<file path="config.mk">
export PLATFORM = sky130hd
export DESIGN_NAME = spq_cell
export DESIGN_NICKNAME = d
export VERILOG_FILES = /design/src/rtl/assert_macros.svh /design/src/rtl/spq_pkg.sv /design/src/rtl/spq_cell.sv
export SDC_FILE = /design/constraint.sdc
export NUM_CORES = 1
export LEC_CHECK = 0
export BUFFER_PORTS_ARGS = -buffer_cell sky130_fd_sc_hd__clkbuf_2
export CAP_MARGIN = 20
export CORE_MARGIN = 1.5
export CORE_UTILIZATION = 30
export CTS_CLUSTER_DIAMETER = 40
export DETAILED_ROUTE_END_ITERATION = 6
export GPL_TIMING_DRIVEN = 0
export HOLD_SLACK_MARGIN = 0.12
export PLACE_DENSITY = 0.57
export SLEW_MARGIN = 15
export SYNTH_ARGS = -nofsm -noshare
export SYNTH_HDL_FRONTEND = slang
export SYNTH_SLANG_ARGS = --single-unit
</file>
<file path="constraint.sdc">
create_clock -name clk_i -period 4 [get_ports clk_i]
set_clock_uncertainty 0.15 [all_clocks]
set_input_delay 0.2 -clock clk_i [delete_from_list [all_inputs] [get_ports clk_i]]
set_output_delay 0.2 -clock clk_i [all_outputs]
set_load 0.05 [all_outputs]
</file>
<file path="src/rtl/assert_macros.svh">
// Assertion helpers used by the RTL.
`ifndef ASSERT_MACROS_SVH
`define ASSERT_MACROS_SVH

// Clocked check, disabled while reset is asserted.
`define ASSERT_CLK(label, prop, msg) \
  label: assert property (@(posedge clk_i) disable iff (!rst_ni) (prop)) else $error(msg);

// Clocked check that also holds during reset.
`define ASSERT_ALWAYS(label, prop, msg) \
  label: assert property (@(posedge clk_i) (prop)) else $error(msg);

`endif

</file>
<file path="src/rtl/spq_pkg.sv">
`default_nettype none

package spq_pkg;

  localparam int unsigned Capacity = 64;
  localparam int unsigned CntW     = $clog2(Capacity + 1);
  localparam int unsigned LimW     = 7;
  localparam int unsigned FillW    = 7;
  localparam int unsigned DataW    = 32;
  localparam logic [LimW-1:0] LimReset = 7'd5;

  typedef enum logic {
    FUNC_INSERT = 1'b0,
    FUNC_REMOVE = 1'b1
  } func_e;

  typedef enum logic [1:0] {
    ST_INSERTED = 2'd0,
    ST_REMOVED  = 2'd1,
    ST_FULL     = 2'd2,
    ST_EMPTY    = 2'd3
  } status_e;

  typedef struct packed {
    logic signed [DataW-1:0] data;
    logic signed [DataW-1:0] prio;
  } entry_t;

  // Per-cell load control: take right neighbour (pop), else left neighbour, else new word.
  typedef struct packed {
    logic load;
    logic from_left;
    logic from_right;
  } cell_ctrl_t;

endpackage

`default_nettype wire

</file>
<file path="src/rtl/spq_cell.sv">
`default_nettype none

module spq_cell import spq_pkg::*; (
  input  wire logic       clk_i,
  input  wire cell_ctrl_t ctrl_i,
  input  wire entry_t     new_i,
  input  wire entry_t     left_i,
  input  wire entry_t     right_i,
  output entry_t          entry_o,
  output logic            greater_o
);

  entry_t entry_q;
  entry_t entry_d;

  always_comb begin
    if (ctrl_i.from_right) begin
      entry_d = right_i;
    end else if (ctrl_i.from_left) begin
      entry_d = left_i;
    end else begin
      entry_d = new_i;
    end
  end

  always_ff @(posedge clk_i) begin
    if (ctrl_i.load) begin
      entry_q <= entry_d;
    end
  end

  // Stored entry ranks behind the incoming one.
  assign greater_o = $signed(entry_q.prio) > $signed(new_i.prio);
  assign entry_o   = entry_q;

endmodule

`default_nettype wire

</file>
==> impl_metrics.toml <==
[yosys]
seq_area_frac_synth_pct = 47.9
yosysTopAreaCell = "edfxtp_1"
postSynthAreaPerCell_um2 = 10.3
synth_area_leaders = "edfxtp_1 48%, mux2i_1 16%, ha_1 10%, o21ai_0 8.5%, nand2_1 6.5%"
synthArstFlopShare_pct = 0
synth-edff-count = 64
ys_ff_latch = 64
synth_top_area_share_pct = 47.9
yosys_warnings = 0
synth_fp_nets = 618
synthesis.instances = 390
synth.most_common_cell = "nand2_1"
synth_cell_types = 22
syn-cell-area_um2 = 4020
synthTopCellsByCount = "70 x nand2_1, 68 x o21ai_0, 65 x mux2i_1"
synth-main-ff-cell = "edfxtp_1"

[detailed_routing]
routed_wl_mm = 14.0
dr_total_vias = 4401
ant_nets = 0
vias_per_cell = 4.62
avgRoutedWirePerCell_um = 14.7
drtIter0Drc = 115
drc_errors = 0
first_pass_iters = 4

[clocking]
cts_root_buf = "clkbuf_16"
clockBufferDepth = 2
clk_pin_slew_worst_paths_ns = 0.06
cts_tree = "done"
post_cts_buffers = 0
ctsHtreeMaxLevel = 3
cts_sinks = 64
cts.repair.resized = 0
numCtsBuffers = 9

[floorplanning]
start_util_pct = 30.6
die_area_um2 = 14100
die-width_um = 119
fp.dieH_um = 119
row_count = 42
coreArea_um2 = 13100
ios = 261

[cells_and_area]
diodes = 0
drive_gt1_share_pct = 36.1
fin_nets = 999
largest_reg_flops = 64
syn_to_final_growth_pct = 72.3

[power_and_ir_drop]
peakVddDrop_uv = 168
powerDensity_nw_per_um2 = 331
p_leak_nw = 3.48

[setup_path]
arrival_ns = 2.66
crit_type = "reg2out"
startpoint_type = "flip-flop"
cp-endpoint = "greater_o"
end_kind = "primary output"
worstPathMaxFanout = 3
worst_ep_required_time_ns = 3.65
startpoint = "entry_o[14]"

[sta]
setup_viol = 0
fin_crit_sh_pct = 75.2
setup_tns_ns = 0
tightest_slew_ns = 0.664
timing.hold.ws_ns = 0.127
report.final.slew_viol_count = 0
rsz0062_at_grt = "false"
max_freq_ghz = 0.333
timing.final.crit_period_ns = 3.01
relSlewSlack_pct = 55.7
layout_setup_ws_ns = 0.994
hold_violations = 0

[grt]
antenna_found_initial = 0
grt.overflow.total = 0
grt_pass1_vias = 4569
grt_max_degree = 37
grt_pass1_wl_mm = 21.7
grt_usage_pct = 19.7

[worst_hold_path]
hp-class = "in2reg"

[placement]
io_buffers = 258
place_ws_ns = 1.24
dp_hpwl_mm = 10.2
gp_congestion = 0.778

[run_status]
status = "finished, final reports clean"

[run]
timing.max_cap.violations = 0
## critical path, cell delays in order (launching register included)
cell	delay [ns]
edfxtp_1	0.38
ha_1	0.34
nand4_1	0.18
nor4_1	0.46
a21boi_1	0.23
o31ai_1	0.10
o2111ai_1	0.13
mux2i_1	0.21
clkbuf_2	0.30
## logic make-up after synthesis
family	count (synthesis)	synth area share [%]
and+or+nand+nor	86	8.76
DFF	64	47.9
muxes	65	16.2
AOI/OAI and AO/OA	90	12.0
buffers and inverters	53	5.17
adders and majority gates	32	9.97
## per-layer routing
| metal | up-vias | GRT usage [%] | part of all wire (%) |
|---|---|---|---|
| met4 | 0 | 8.28 | 2.7 |
| li1 | 2172 | - | - |
| met5 | - | 0 | 0 |
| met1 | 2011 | 20.8 | 39 |
| met2 | 195 | 37.1 | 52 |
| met3 | 23 | 4.83 | 6.6 |
## per-stage QoR
| step | power, mW | utilization [%] | cells | cell area, um2 |
|---|---|---|---|---|
| 4_1_cts | 2.31 | 52.6 | 952 | 6920 |
| 5_1_grt | 2.41 | 52.6 | 952 | 6920 |
| 2_1_floorplan | 1.27 | - | 390 | 4020 |
| 6_report | 2.29 | 52.6 | 952 | 6920 |
| 3_5_place_dp | 1.51 | 42.2 | 825 | 5550 |
| 3_3_place_gp | 1.50 | 42.1 | 824 | 5530 |
## cells in the final DEF, fill, tap and decap left out, drive strengths merged
cell type,synthesis,routed
a211oi,1,1
a21boi,1,1
a21o,4,4
a21oi,12,12
a221o,1,1
buf,7,8
clkbuf,14,283
clkinv,0,5
dlygate4sd3,0,111
edfxtp,64,64
ha,32,32
inv,32,32
mux2i,65,65
nand2,70,70
nand3,3,3
nand4,7,7
nor2,3,3
nor2b,1,1
nor4,2,2
o2111ai,1,1
o211ai,1,1
o21ai,68,68
o31ai,1,1
## report_power, final
group          total (mW)  switching [mW]  internal (mW)
registers           0.846          0.0276          0.819
clock network       0.689           0.277          0.413
logic               0.753           0.456          0.297
## timing repair
action	4_1_cts	5_1_grt
hold endpoints to repair	64	0
hold buffers	111	0
endpoints found under the setup margin	0	0
## worst min path at each step
stage / end / start / depth (start not counted)
CTS: entry_o[32] / new_i[32] / 3
floorplan: entry_o[0] / ctrl_i[2] / 0
global route: entry_o[36] / new_i[36] / 3
global placement: entry_o[34] / right_i[34] / 3
finish: entry_o[32] / new_i[32] / 3
detailed placement: entry_o[61] / right_i[61] / 3
## final cells by class
| type | instances | area, um2 |
|---|---|---|
| fillers | 1239 | 6220 |
| repair buffers | 370 | 2420 |
| flip-flops and latches | 64 | 1920 |
| multi-input cells | 273 | 1890 |
| clock buffers | 11 | 233 |
| well taps | 176 | 220 |
| inverters | 32 | 120 |
| plain buffers | 21 | 87.6 |
| clock inverters | 5 | 23.8 |
(Power assumes the default switching activity.)
